File: src/rtl/dar_pkg.sv
// shared types, constants and byte functions of the dns a-record responder
// no dependencies
`default_nettype none

package dar_pkg;

    localparam int unsigned MAX_LEN_DEFAULT   = 512;
    localparam int unsigned QUEUE_DEPTH       = 4;
    localparam int unsigned ANSWER_LEN        = 16;

    localparam logic [7:0]  FLAGS_QR_AA       = 8'h84;
    localparam logic [7:0]  PTR_MASK          = 8'hC0;
    localparam logic [7:0]  ANS_PTR_HI        = 8'hC0;
    localparam logic [7:0]  ANS_PTR_LO        = 8'h0C;
    localparam logic [7:0]  ANS_TTL_LO        = 8'd60;
    localparam logic [7:0]  ANS_RDLEN_LO      = 8'h04;
    localparam logic [7:0]  TYPE_A_LO         = 8'h01;
    localparam int unsigned HEADER_LAST_POS   = 11;
    localparam int unsigned MIN_FRAME_LEN     = 13;

    typedef enum logic [2:0] {
        PH_HEADER,
        PH_LEN,
        PH_LABEL,
        PH_PTR,
        PH_TAIL,
        PH_DONE
    } name_phase_t;

    typedef enum logic {
        BK_HEAD,
        BK_TAIL
    } bk_state_t;

    // one queue word from the parser to the emitter
    typedef struct packed {
        logic       echo;
        logic [7:0] data;
        logic       last;
        logic       keep;
    } dar_entry_t;

    function automatic logic [7:0] header_byte(input logic [3:0] p, input logic [7:0] b);
        logic [7:0] r;
        unique case (p) inside
            4'd2:                      r = b | FLAGS_QR_AA;
            4'd7:                      r = 8'h01;
            4'd6, 4'd8, 4'd9, 4'd10,
            4'd11:                     r = 8'h00;
            default:                   r = b;
        endcase
        return r;
    endfunction

    function automatic logic [7:0] answer_byte(input logic [3:0] idx, input logic [31:0] ip);
        logic [7:0] r;
        unique case (idx) inside
            4'd0:                             r = ANS_PTR_HI;
            4'd1:                             r = ANS_PTR_LO;
            4'd3, 4'd5:                       r = TYPE_A_LO;
            4'd9:                             r = ANS_TTL_LO;
            4'd11:                            r = ANS_RDLEN_LO;
            4'd12:                            r = ip[31:24];
            4'd13:                            r = ip[23:16];
            4'd14:                            r = ip[15:8];
            4'd15:                            r = ip[7:0];
            default:                          r = 8'h00;
        endcase
        return r;
    endfunction

endpackage

`default_nettype wire

File: src/rtl/dns_a_record_responder.sv
// top level of the dns a-record responder
// depends on dar_pkg, dar_front, dar_queue, dar_back
//
// usage
//   query words enter on in_valid/in_ready with in_byte and in_last; one word
//   per cycle is taken while the four-entry queue has room
//   response words leave on out_valid/out_ready with out_byte, out_last, keep
//   answer_ip is written on cfg_valid (cfg_ready is always high); write it
//   only while no frame is in flight, which the block does not enforce
// path
//   an echoed byte passes through the queue and then the output register
// throughput
//   one word per cycle in and out while the queue has room and out_ready is
//   high; a kept frame's final word adds 16 answer words, a discarded frame
//   ends with one marker word (byte 0, keep 0), which can fill the queue
// reset
//   rst_n clears the parser, the queue, out_valid and the stored answer_ip
// stall
//   a held out_ready freezes the output word; the queue fills and in_ready
//   drops, nothing is lost
`default_nettype none

module dns_a_record_responder
    import dar_pkg::*;
#(
    parameter int unsigned MaxLen     = MAX_LEN_DEFAULT,
    parameter int unsigned QueueDepth = QUEUE_DEPTH
) (
    input  wire logic        clk,
    input  wire logic        rst_n,
    input  wire logic        in_valid,
    output logic             in_ready,
    input  wire logic [7:0]  in_byte,
    input  wire logic        in_last,
    output logic             out_valid,
    input  wire logic        out_ready,
    output logic [7:0]       out_byte,
    output logic             out_last,
    output logic             keep,
    input  wire logic        cfg_valid,
    output logic             cfg_ready,
    input  wire logic [31:0] answer_ip
);

    logic        ip_valid_unused;
    logic [31:0] ip_reg;
    logic        push, pop, empty, full, acc;
    dar_entry_t  push_entry, head;

    assign cfg_ready       = 1'b1;
    assign ip_valid_unused = 1'b0;
    assign in_ready        = !full;
    assign acc             = in_valid && !full;

    always_ff @(posedge clk or negedge rst_n)
    begin
        if (!rst_n)
            ip_reg <= 32'd0;
        else if (cfg_valid && cfg_ready && !ip_valid_unused)
            ip_reg <= answer_ip;
    end

    dar_front #(.MaxLen(MaxLen)) u_front (
        .clk        (clk),
        .rst_n      (rst_n),
        .acc        (acc),
        .in_byte    (in_byte),
        .in_last    (in_last),
        .push       (push),
        .push_entry (push_entry)
    );

    dar_queue #(.Depth(QueueDepth)) u_queue (
        .clk        (clk),
        .rst_n      (rst_n),
        .push       (push),
        .push_entry (push_entry),
        .pop        (pop),
        .head       (head),
        .empty      (empty),
        .full       (full)
    );

    dar_back u_back (
        .clk       (clk),
        .rst_n     (rst_n),
        .head      (head),
        .empty     (empty),
        .pop       (pop),
        .ip        (ip_reg),
        .out_valid (out_valid),
        .out_ready (out_ready),
        .out_byte  (out_byte),
        .out_last  (out_last),
        .keep      (keep)
    );

endmodule

`default_nettype wire

File: src/rtl/dar_front.sv
// query parser: walks header and first question one byte per cycle
// while acc is high; depends on dar_pkg
`default_nettype none

module dar_front
    import dar_pkg::*;
#(
    parameter int unsigned MaxLen = MAX_LEN_DEFAULT
) (
    input  wire logic       clk,
    input  wire logic       rst_n,
    input  wire logic       acc,
    input  wire logic [7:0] in_byte,
    input  wire logic       in_last,
    output logic            push,
    output dar_entry_t      push_entry
);

    localparam int unsigned PosW = $clog2(MaxLen + 1);

    logic [PosW-1:0] pos_reg, pos_next, pos_adv;
    name_phase_t     phase_reg, phase_next, phase_adv;
    logic [7:0]      left_reg, left_next, left_dec;
    logic [2:0]      tcnt_reg, tcnt_next;
    logic            qcn_reg, qcn_next;
    logic [7:0]      thigh_reg, thigh_next;
    logic            isa_reg, isa_next;
    logic            in_range, step, keep_calc;

    assign in_range = pos_reg < PosW'(MaxLen);
    assign step     = acc && in_range;
    assign left_dec = (left_reg != 8'd0) ? left_reg - 8'd1 : 8'd0;
    assign pos_adv  = step ? pos_reg + PosW'(1) : pos_reg;

    // next phase
    always_comb
    begin
        phase_adv = phase_reg;
        if (step)
        begin
            unique case (phase_reg)
                PH_HEADER: if (pos_reg == PosW'(HEADER_LAST_POS)) phase_adv = PH_LEN;
                PH_LEN:
                begin
                    if (in_byte == 8'd0)
                        phase_adv = PH_TAIL;
                    else if ((in_byte & PTR_MASK) == PTR_MASK)
                        phase_adv = PH_PTR;
                    else
                        phase_adv = PH_LABEL;
                end
                PH_LABEL:  if (left_dec == 8'd0) phase_adv = PH_LEN;
                PH_PTR:    phase_adv = PH_TAIL;
                PH_TAIL:   if (tcnt_reg == 3'd3) phase_adv = PH_DONE;
                PH_DONE:   phase_adv = PH_DONE;
                default:   phase_adv = PH_HEADER;
            endcase
        end
        phase_next = (acc && in_last) ? PH_HEADER : phase_adv;
    end

    // parse fields and queue word
    always_comb
    begin
        left_next  = left_reg;
        tcnt_next  = tcnt_reg;
        qcn_next   = qcn_reg;
        thigh_next = thigh_reg;
        isa_next   = isa_reg;
        if (step)
        begin
            case (phase_reg)
                PH_HEADER:
                    if ((pos_reg == PosW'(4) || pos_reg == PosW'(5)) && in_byte != 8'd0)
                        qcn_next = 1'b1;
                PH_LEN:
                begin
                    if (in_byte == 8'd0)
                        tcnt_next = 3'd0;
                    else if ((in_byte & PTR_MASK) != PTR_MASK)
                        left_next = in_byte;
                end
                PH_LABEL: left_next = left_dec;
                PH_PTR:   tcnt_next = 3'd0;
                PH_TAIL:
                begin
                    if (tcnt_reg == 3'd0)
                        thigh_next = in_byte;
                    else if (tcnt_reg == 3'd1)
                        isa_next = (thigh_reg == 8'd0) && (in_byte == TYPE_A_LO);
                    tcnt_next = tcnt_reg + 3'd1;
                end
                default: ;
            endcase
        end

        keep_calc = (phase_adv == PH_DONE) && qcn_next && isa_next &&
                    (pos_adv >= PosW'(MIN_FRAME_LEN));

        push_entry.echo = in_range && (phase_reg != PH_DONE);
        push_entry.data = (phase_reg == PH_HEADER) ? header_byte(pos_reg[3:0], in_byte)
                                                   : in_byte;
        push_entry.last = in_last;
        push_entry.keep = keep_calc;
        push            = acc && (push_entry.echo || in_last);

        pos_next = pos_adv;
        if (acc && in_last)
        begin
            pos_next   = '0;
            left_next  = 8'd0;
            tcnt_next  = 3'd0;
            qcn_next   = 1'b0;
            thigh_next = 8'd0;
            isa_next   = 1'b0;
        end
    end

    always_ff @(posedge clk or negedge rst_n)
    begin
        if (!rst_n)
        begin
            pos_reg   <= '0;
            phase_reg <= PH_HEADER;
            left_reg  <= 8'd0;
            tcnt_reg  <= 3'd0;
            qcn_reg   <= 1'b0;
            thigh_reg <= 8'd0;
            isa_reg   <= 1'b0;
        end
        else
        begin
            pos_reg   <= pos_next;
            phase_reg <= phase_next;
            left_reg  <= left_next;
            tcnt_reg  <= tcnt_next;
            qcn_reg   <= qcn_next;
            thigh_reg <= thigh_next;
            isa_reg   <= isa_next;
        end
    end

endmodule

`default_nettype wire

File: src/rtl/dar_queue.sv
// short flop queue between parser and emitter
// depends on dar_pkg
`default_nettype none

module dar_queue
    import dar_pkg::*;
#(
    parameter int unsigned Depth = QUEUE_DEPTH
) (
    input  wire logic       clk,
    input  wire logic       rst_n,
    input  wire logic       push,
    input  wire dar_entry_t push_entry,
    input  wire logic       pop,
    output dar_entry_t      head,
    output logic            empty,
    output logic            full
);

    localparam int unsigned IdxW = (Depth > 1) ? $clog2(Depth) : 1;
    localparam int unsigned CntW = $clog2(Depth + 1);

    dar_entry_t      mem_reg [Depth];
    logic [IdxW-1:0] wr_reg, wr_next, rd_reg, rd_next;
    logic [CntW-1:0] cnt_reg, cnt_next;
    logic            do_push, do_pop;

    assign empty   = cnt_reg == '0;
    assign full    = cnt_reg == CntW'(Depth);
    assign do_push = push && !full;
    assign do_pop  = pop && !empty;
    assign head    = mem_reg[rd_reg];

    always_comb
    begin
        wr_next  = wr_reg;
        rd_next  = rd_reg;
        cnt_next = cnt_reg;
        if (do_push)
            wr_next = (wr_reg == IdxW'(Depth - 1)) ? '0 : wr_reg + IdxW'(1);
        if (do_pop)
            rd_next = (rd_reg == IdxW'(Depth - 1)) ? '0 : rd_reg + IdxW'(1);
        if (do_push && !do_pop)
            cnt_next = cnt_reg + CntW'(1);
        else if (!do_push && do_pop)
            cnt_next = cnt_reg - CntW'(1);
    end

    always_ff @(posedge clk)
    begin
        if (do_push)
            mem_reg[wr_reg] <= push_entry;
    end

    always_ff @(posedge clk or negedge rst_n)
    begin
        if (!rst_n)
        begin
            wr_reg  <= '0;
            rd_reg  <= '0;
            cnt_reg <= '0;
        end
        else
        begin
            wr_reg  <= wr_next;
            rd_reg  <= rd_next;
            cnt_reg <= cnt_next;
        end
    end

endmodule

`default_nettype wire

File: src/rtl/dar_back.sv
// emitter: echoes queued bytes, appends the a answer or the discard word
// depends on dar_pkg
`default_nettype none

module dar_back
    import dar_pkg::*;
(
    input  wire logic        clk,
    input  wire logic        rst_n,
    input  wire dar_entry_t  head,
    input  wire logic        empty,
    output logic             pop,
    input  wire logic [31:0] ip,
    output logic             out_valid,
    input  wire logic        out_ready,
    output logic [7:0]       out_byte,
    output logic             out_last,
    output logic             keep
);

    bk_state_t  state_reg, state_next;
    logic [3:0] idx_reg, idx_next;
    logic       ov_reg, ov_next;
    logic [7:0] ob_reg, ob_next;
    logic       ol_reg, ol_next;
    logic       ok_reg, ok_next;
    logic       slot_free, go, do_echo;

    assign slot_free = !ov_reg || out_ready;
    assign go        = slot_free && !empty;
    assign do_echo   = (state_reg == BK_HEAD) && head.echo;

    // next state
    always_comb
    begin
        state_next = state_reg;
        if (go)
        begin
            unique case (state_reg)
                BK_HEAD:
                    if (head.echo)
                        state_next = head.last ? BK_TAIL : BK_HEAD;
                    else if (head.keep && idx_reg != 4'(ANSWER_LEN - 1))
                        state_next = BK_TAIL;
                BK_TAIL:
                    if (!head.keep || idx_reg == 4'(ANSWER_LEN - 1))
                        state_next = BK_HEAD;
                default: state_next = BK_HEAD;
            endcase
        end
    end

    // word selection
    always_comb
    begin
        pop      = 1'b0;
        idx_next = idx_reg;
        ov_next  = ov_reg && !out_ready;
        ob_next  = ob_reg;
        ol_next  = ol_reg;
        ok_next  = ok_reg;
        if (go)
        begin
            ov_next = 1'b1;
            if (do_echo)
            begin
                ob_next = head.data;
                ol_next = 1'b0;
                ok_next = 1'b0;
                pop     = !head.last;
            end
            else if (head.keep)
            begin
                ob_next = answer_byte(idx_reg, ip);
                ol_next = idx_reg == 4'(ANSWER_LEN - 1);
                ok_next = idx_reg == 4'(ANSWER_LEN - 1);
                pop     = idx_reg == 4'(ANSWER_LEN - 1);
                idx_next = idx_reg + 4'd1;
            end
            else
            begin
                ob_next = 8'h00;
                ol_next = 1'b1;
                ok_next = 1'b0;
                pop     = 1'b1;
            end
        end
    end

    always_ff @(posedge clk or negedge rst_n)
    begin
        if (!rst_n)
        begin
            state_reg <= BK_HEAD;
            idx_reg   <= 4'd0;
            ov_reg    <= 1'b0;
        end
        else
        begin
            state_reg <= state_next;
            idx_reg   <= idx_next;
            ov_reg    <= ov_next;
        end
    end

    always_ff @(posedge clk)
    begin
        ob_reg <= ob_next;
        ol_reg <= ol_next;
        ok_reg <= ok_next;
    end

    assign out_valid = ov_reg;
    assign out_byte  = ob_reg;
    assign out_last  = ol_reg;
    assign keep      = ok_reg;

endmodule

`default_nettype wire

File: config.mk
export PLATFORM = sky130hd
export DESIGN_NAME = dns_a_record_responder
export DESIGN_NICKNAME = d
export VERILOG_FILES = /design/src/rtl/dar_pkg.sv /design/src/rtl/dns_a_record_responder.sv /design/src/rtl/dar_front.sv /design/src/rtl/dar_queue.sv /design/src/rtl/dar_back.sv
export SDC_FILE = /design/constraint.sdc
export NUM_CORES = 1
export LEC_CHECK = 0
export ABC_AREA = 1
export BUFFER_PORTS_ARGS = -buffer_cell sky130_fd_sc_hd__buf_4
export CORE_ASPECT_RATIO = 0.8
export CORE_MARGIN = 2
export CORE_UTILIZATION = 60
export DETAILED_ROUTE_END_ITERATION = 10
export PLACE_DENSITY = 0.8
export REMOVE_ABC_BUFFERS = 1
export SLEW_MARGIN = 10
export SYNTH_ARGS = -nofsm -noshare
export SYNTH_HDL_FRONTEND = slang
export SYNTH_SLANG_ARGS = --single-unit
export TNS_END_PERCENT = 50
File: constraint.sdc
create_clock -name clk -period 4.1 [get_ports clk]
set_input_delay 0.41 -clock clk [delete_from_list [all_inputs] [get_ports clk]]
set_output_delay 0.41 -clock clk [all_outputs]
set_load 0.03 [all_outputs]
## Yosys cells after proc, flatten, opt, wreduce, memory -nomap -nowiden

Memories as Yosys holds them, arrays and structs flattened.
Index checks and enable logic that the tools add are counted.

| word-level totals | value |
|---|---|
| register bits | 89 |
| memory bits (writable) | 44 |
| input bits | 46 |
| output and inout bits | 13 |
| memories | 1 |

| operators by class | value |
|---|---|
| $add $sub $neg | 8 |
| $lt $le $gt $ge | 2 |
| equality and inequality tests | 38 |
| muxes and demuxes | 53 |
| bitwise logic cells | 3 |
| reductions and logical operators | 52 |

Memory list:

| memory | depth | width | read ports | clocked after Yosys merged registers in | write ports | RTL line | text |
|---|---|---|---|---|---|---|---|
| u_queue.mem_reg | 4 | 11 | 1 | 0 | 1 | dar_queue.sv:23 | `dar_entry_t mem_reg [Depth];` |

Operator list:

| operator | number |
|---|---|
| 2-to-1 mux 8 bit | 12 |
| case mux 8 bit (9 select lines) | 1 |
| equality test 4 bit (second input constant) | 10 |
| 2-to-1 mux 3 bit | 11 |
| logical NOT 8 bit | 3 |
| case mux 8 bit (3 select lines) | 1 |
| equality test 10 x 3 -> 1 bit (second input constant) | 2 |
| 2-to-1 mux 1 bit | 20 |
| 2-to-1 mux 10 bit | 2 |
| logical AND 1 bit | 18 |
| case mux 3 bit (6 select lines) | 1 |
| case mux 8 bit (2 select lines) | 1 |
| nonzero test 8 bit | 2 |
| equality test 3 bit (second input constant) | 4 |
| equality test 4 x 3 -> 1 bit (second input constant) | 3 |
| adder 10 x 1 -> 10 bit (second input constant) | 1 |
| equality test 10 x 4 -> 1 bit (second input constant) | 1 |
| >= comparator 10 x 4 -> 1 bit (second input constant) | 1 |
| less-than comparator 10 bit (second input constant) | 1 |
| equality test 3 x 2 -> 1 bit (second input constant) | 3 |
| logical NOT 3 bit | 3 |
| case mux 3 bit (3 select lines) | 1 |
| AND reduction 3 bit | 3 |
| equality test 4 x 2 -> 1 bit (second input constant) | 2 |
| other kinds (25) | 49 |

## Logic depth before layout (Yosys ltp)

| logic depth | value |
|---|---|
| depth in word-level cells | 10 |
| gate-level depth with buffers | 14 |
| mapped depth without buffers | 14 |

## By module

From an unflattened synthesis, not the netlist that was laid out.

| unflattened totals | value |
|---|---|
| cells, all modules | 830 |
| area total of the unflattened synthesis | 7089.3 um^2 |

By module, submodules not included:

| module | times used | cells each | area an instance (um^2) | seq. area each (um^2) |
|---|---|---|---|---|
| dar_front | 1 | 322 | 2329.7 | 850.8 |
| dar_queue | 1 | 189 | 2225.9 | 1496.4 |
| dns_a_record_responder | 1 | 141 | 1315.0 | 800.8 |
| dar_back | 1 | 178 | 1218.7 | 450.4 |

## Least setup slack after synthesis

Ideal clock, no wire load.

| timing | value |
|---|---|
| path kind | flip-flop to flip-flop |
| from | reg u_back.idx_reg[0] |
| to | reg u_queue.cnt_reg[1] |
| setup time | 0.125 ns |
| arrival time | 2.097 ns |
| data required time | 3.975 ns |
| slack | 1.878 ns |
| stages on the path, launching flop included | 13 |
| buffers on the path | 0 |
| period minus slack after synthesis | 2.222 ns |
| cells stage by stage | dfrtp_1 > ha_1 > inv_1 > nor2_1 > clkinv_1 > nand2_1 > nand2_1 > o21ai_0 > nand2_1 > ha_1 > inv_1 > fa_1 > mux2_2 |

| between the ends | value |
|---|---|
| word-level cells in the longest chain between the ends | 8 |
| elaborated cells on any way between the ends | 10 |
| classes of those cells | 1 x eq/ne; 4 x mux; 5 x reduce/logical |

Ends and longest elaborated chain:

| what | RTL line | text |
|---|---|---|
| from (decl) | dar_back.sv:22 | `logic [3:0] idx_reg, idx_next;` |
| from (signal assigned) | dar_back.sv:101 | `idx_reg <= idx_next;` |
| equality test 4 bit | dar_back.sv:77 | `pop = idx_reg == 4'(ANSWER_LEN - 1);` |
| 2-to-1 mux 1 bit | dar_back.sv:72 | `else if (head.keep)` |
| 2-to-1 mux 1 bit | dar_back.sv:65 | `if (do_echo)` |
| 2-to-1 mux 1 bit | dar_back.sv:62 | `if (go)` |
| logical AND 1 bit | dar_queue.sv:31 | `assign do_pop = pop && !empty;` |
| logical NOT 1 bit | dar_queue.sv:43 | `if (do_push && !do_pop)` |
| logical AND 1 bit | dar_queue.sv:43 |  |
| 2-to-1 mux 3 bit | dar_queue.sv:43 |  |
| via u_queue.cnt_next[1] | dar_queue.sv:25 | `logic [CntW-1:0] cnt_reg, cnt_next;` |
| to (signal assigned) | dar_queue.sv:67 | `cnt_reg <= cnt_next;` |
| to (decl) | dar_queue.sv:25 |  |

The timed path passes the listed nets, and every way through them passes these cells.
A chain may end at the register's enable or synchronous reset.

## Worst setup path in the final report

| timing | value |
|---|---|
| from | reg u_queue.rd_reg[0] |
| to | reg u_queue.cnt_reg[1] |

| between the ends | value |
|---|---|
| word-level cells in the longest chain between the ends | 8 |
| elaborated cells on any way between the ends | 12 |
| classes of those cells | 4 x mux; 7 x reduce/logical; 1 x memory |

Ends and longest elaborated chain:

| what | RTL line | text |
|---|---|---|
| from (decl) | dar_queue.sv:24 | `logic [IdxW-1:0] wr_reg, wr_next, rd_reg, rd_next;` |
| from (signal assigned) | dar_queue.sv:66 | `rd_reg <= rd_next;` |
| memory (4 x 11 bit) * | -- |  |
| 2-to-1 mux 1 bit (tied with other cells) | dar_back.sv:72 |  |
| 2-to-1 mux 1 bit * | dar_back.sv:65 |  |
| 2-to-1 mux 1 bit * | dar_back.sv:62 |  |
| logical AND 1 bit * | dar_queue.sv:31 |  |
| logical NOT 1 bit * | dar_queue.sv:43 |  |
| logical AND 1 bit * | dar_queue.sv:43 |  |
| 2-to-1 mux 3 bit * | dar_queue.sv:43 |  |
| via u_queue.cnt_next[1] | dar_queue.sv:25 |  |

The timed path passes the listed nets; every way through them passes the cells marked *.

==> summary.md <==
| Metric | Value |
|---|---|
| Met3 Use GR | `0.06659` |
| Crit path required time | `4400 ps` |
| Placeable Area | `0.01085 sq mm` |
| Ys async rst share | `0.5940` |
| Final Max Slew Viols | `0` |
| Critical path class | `reg -> reg` |
| # IOs | `59` |
| Worst slew pin tran | `1077 ps` |
| HP Class | `in -> async` |
| Crit path time final | `3020 ps` |
| Final Skew | `8.081 ps` |
| Power, Total | `5.809 mW` |
| Post-synth EDFFs | `54` |
| Switch Pwr | `2.303 mW` |
| Root Driver | `clkbuf_16` |
| Peak supply drop | `0.4509 mV` |
| CTS H-tree lvls | `4` |
| Worst reg2reg path startpoint | `u_queue.rd_reg[0]$_DFFE_PN0P_` |
| Final nets | `861` |
| # resized after CTS | `0` |
| Seq pwr share | `0.357` |
| Ant. Diodes | `0` |
| Vias/cell | `5.681` |
| Filler instances | `768` |
| Yosys cell types | `45` |
| Clk sink count | `133` |
| Area leader, netlist | `dfrtp_1` |
| Synth Cell Area | `0.006661 sq mm` |
| Comb pwr share | `0.382` |
| Chip height | `98.25 um` |
| Buffers on Ports | `57` |
| HPWL after detailed placement | `10120 um` |
| CTS max path bufs | `2` |
| Worst EP arrival | `3320 ps` |
| Yosys Warn Count | `0` |
| Drt pass-1 iters | `5` |
| Total gr overflow | `0` |
| CTS Buf Count | `17` |
| Crit-path cells | `inv_2 -> o21ai_1 -> nand2_2 -> nand2_2 -> nand2_1 -> o21ai_0 -> nand2_1 -> ha_1 -> inv_1 -> fa_1 -> mux2_2` |
| ANT nets after route | `0` |
| Power Internal | `3.506 mW` |
| Wire length of the first global-routing pass | `24780 um` |
| Top FF cell, synth | `dfrtp_1` |
| Final setup viols | `0` |
| Flop2flop setup slack | `1080 ps` |
| Seq cells post-synth | `133` |
| Die width | `121.8 um` |
| Status | `finished, final reports clean` |
| Postcts setup bufs | `0` |
| Register-to-Register Path Depth | `11` |
| RSZ-0062 raised after global routing | `false` |
| Most used routing layer | `met2` |
| Via count | `5403` |
| Number of flip-flops in the largest register | `44` |
| RD Place Congestion | `0.9417` |
| DR DRC count | `0` |
| CP max FO | `25` |
| Switching share of power | `0.3964` |
| Clk_lat worst skew | `420 ps` |
| Initial antenna violation count | `0` |
| Critical path capture point type | `register` |
| Tot GR Track Use | `0.2679` |
| Synth cell count leaders | `nand2_1, inv_1, nor2_1` |
| Fin. Hold Viols | `0` |
| GR Util met2 | `0.4293` |
| Die area | `0.01197 sq mm` |
| Area contributors post-synth | `dfrtp_1, edfxtp_1, nand2_1` |
| Layout Cells excl Fill | `951` |
| CP startpoint kind | `register` |
| PwrDens | `747.3 mW/mm^2` |
| DP Cell Count | `919` |
| Layout area overhead | `16.70%` |
| CP peak stage delay | `800 ps` |
| Largest net degree at the start of global routing | `80` |
| Worst-path cell with the longest stage delay | `dfrtp_1` |
| Peak Freq | `331.2 MHz` |
| Setup TNS | `0 ps` |
| Tcrit/Tclk final | `0.7365` |
| CTS tree | `yes` |
| Leakage | `3.521 nW` |
| Number of global-route vias before repair | `5290` |
| Yosys top cell area share | `0.2968` |
| Max-capacitance violation count | `0` |
| Initial core utilization | `0.6141` |
| Share of cells above drive strength 1 | `0.1437` |
| Slew HR | `0.2795` |
| Syn avg cell area | `9.026 sq um` |
| Drt total wl | `14780 um` |
| Syn Inst Count | `738` |
| Routed len/inst | `15.54 um` |
| Worst r2r dst | `u_queue.cnt_reg[1]$_DFFE_PN0P_` |
| Power share of the clock group | `0.261` |
| # rows | `34` |
| Met1 usage | `0.3473` |
| Post-CTS Hold Buffers | `0` |
| Clk pin slew, worst setup/hold paths | `60 ps` |
| Register area share after synthesis | `0.5402` |
| Initial drt markers | `479` |
| Top-count cell post-synth | `nand2_1` |
[worst max path at each step]
stage | end | startpoint | cells after the start
after global placement | u_queue.cnt_reg[1]$_DFFE_PN0P_ | u_queue.rd_reg[0]$_DFFE_PN0P_ | 11
after global routing | u_queue.cnt_reg[1]$_DFFE_PN0P_ | u_queue.rd_reg[0]$_DFFE_PN0P_ | 11
after floorplan | u_queue.cnt_reg[1]$_DFFE_PN0P_ | u_queue.rd_reg[0]$_DFFE_PN0P_ | 11
final | u_queue.cnt_reg[1]$_DFFE_PN0P_ | u_queue.rd_reg[0]$_DFFE_PN0P_ | 11
after CTS | u_queue.cnt_reg[1]$_DFFE_PN0P_ | u_queue.rd_reg[0]$_DFFE_PN0P_ | 11
after detailed placement | u_queue.cnt_reg[1]$_DFFE_PN0P_ | u_queue.rd_reg[0]$_DFFE_PN0P_ | 11
[kinds of logic after synthesis]
family,after synthesis,synth area share
compound gates,149,0.1255
xor+xnor,10,0.01315
fa+ha+maj,21,0.04057
buf+inv,129,0.07569
flops,133,0.5402
mux,9,0.01503
other cells,1,0.0005629
simple gates,286,0.1893
[cell usage in the layout (no fill, tap or decap), types with 18 or more instances in the layout]
cell and instances:
o21ai_0 87, nor2_1 92, nand2_1 119, inv_1 101
dfrtp_1 79, nand3_1 41, edfxtp_1 54, ha_1 20
clkbuf_16 18, buf_4 57, o22ai_1 38
[critical path: cells and delay by family, from the launching register on]
family | cells | cell delay (ps)
AOI/OAI and AO/OA | 2 | 320
adders and majority gates | 2 | 640
buffers and inverters | 2 | 420
DFF | 1 | 800
muxes | 1 | 270
and+or+nand+nor | 4 | 440
[power groups by stage]
stage / registers [mW] / logic (mW) / clock network, mW
after global routing: 2.11 / 2.50 / 1.60
after floorplan: 2.12 / 1.50 / 0
after detailed placement: 2.08 / 2.15 / 0
final: 2.07 / 2.22 / 1.52
after CTS: 2.07 / 2.19 / 1.53
after global placement: 2.07 / 2.05 / 0
[stage by stage]
step / instance area [sq um] / setup slack, ps / hold slack [ps] / util
floorplan: 6566 / 1552 / 114.4 / -
global placement: 7174 / 1330 / 490.5 / 0.6614
detailed placement: 7174 / 1133 / 498.3 / 0.6614
CTS: 7774 / 1113 / 192.1 / 0.7166
global route: 7774 / 838.0 / 201.2 / 0.7166
finish: 7774 / 1080 / 144.3 / 0.7166
[layer usage]
layer / routed length, um / vias to the layer above
li1: - / 2580
met1: 6541 / 2579
met2: 7062 / 213
met3: 889 / 31
met4: 290 / 0
met5: 0 / -
[area by class of cell]
type	instances	area, sq um	share of cell area
clock buffers	25	506.7	0.06519
clock inverters	7	92.59	0.01191
inverters	109	409.1	0.05263
multi-input cells	476	2559	0.3291
flip-flops and latches	133	3598	0.4629
well taps	144	180.2	0.02318
repair buffers	57	427.9	0.05505
Note: power is estimated with default switching activity, not from simulation.
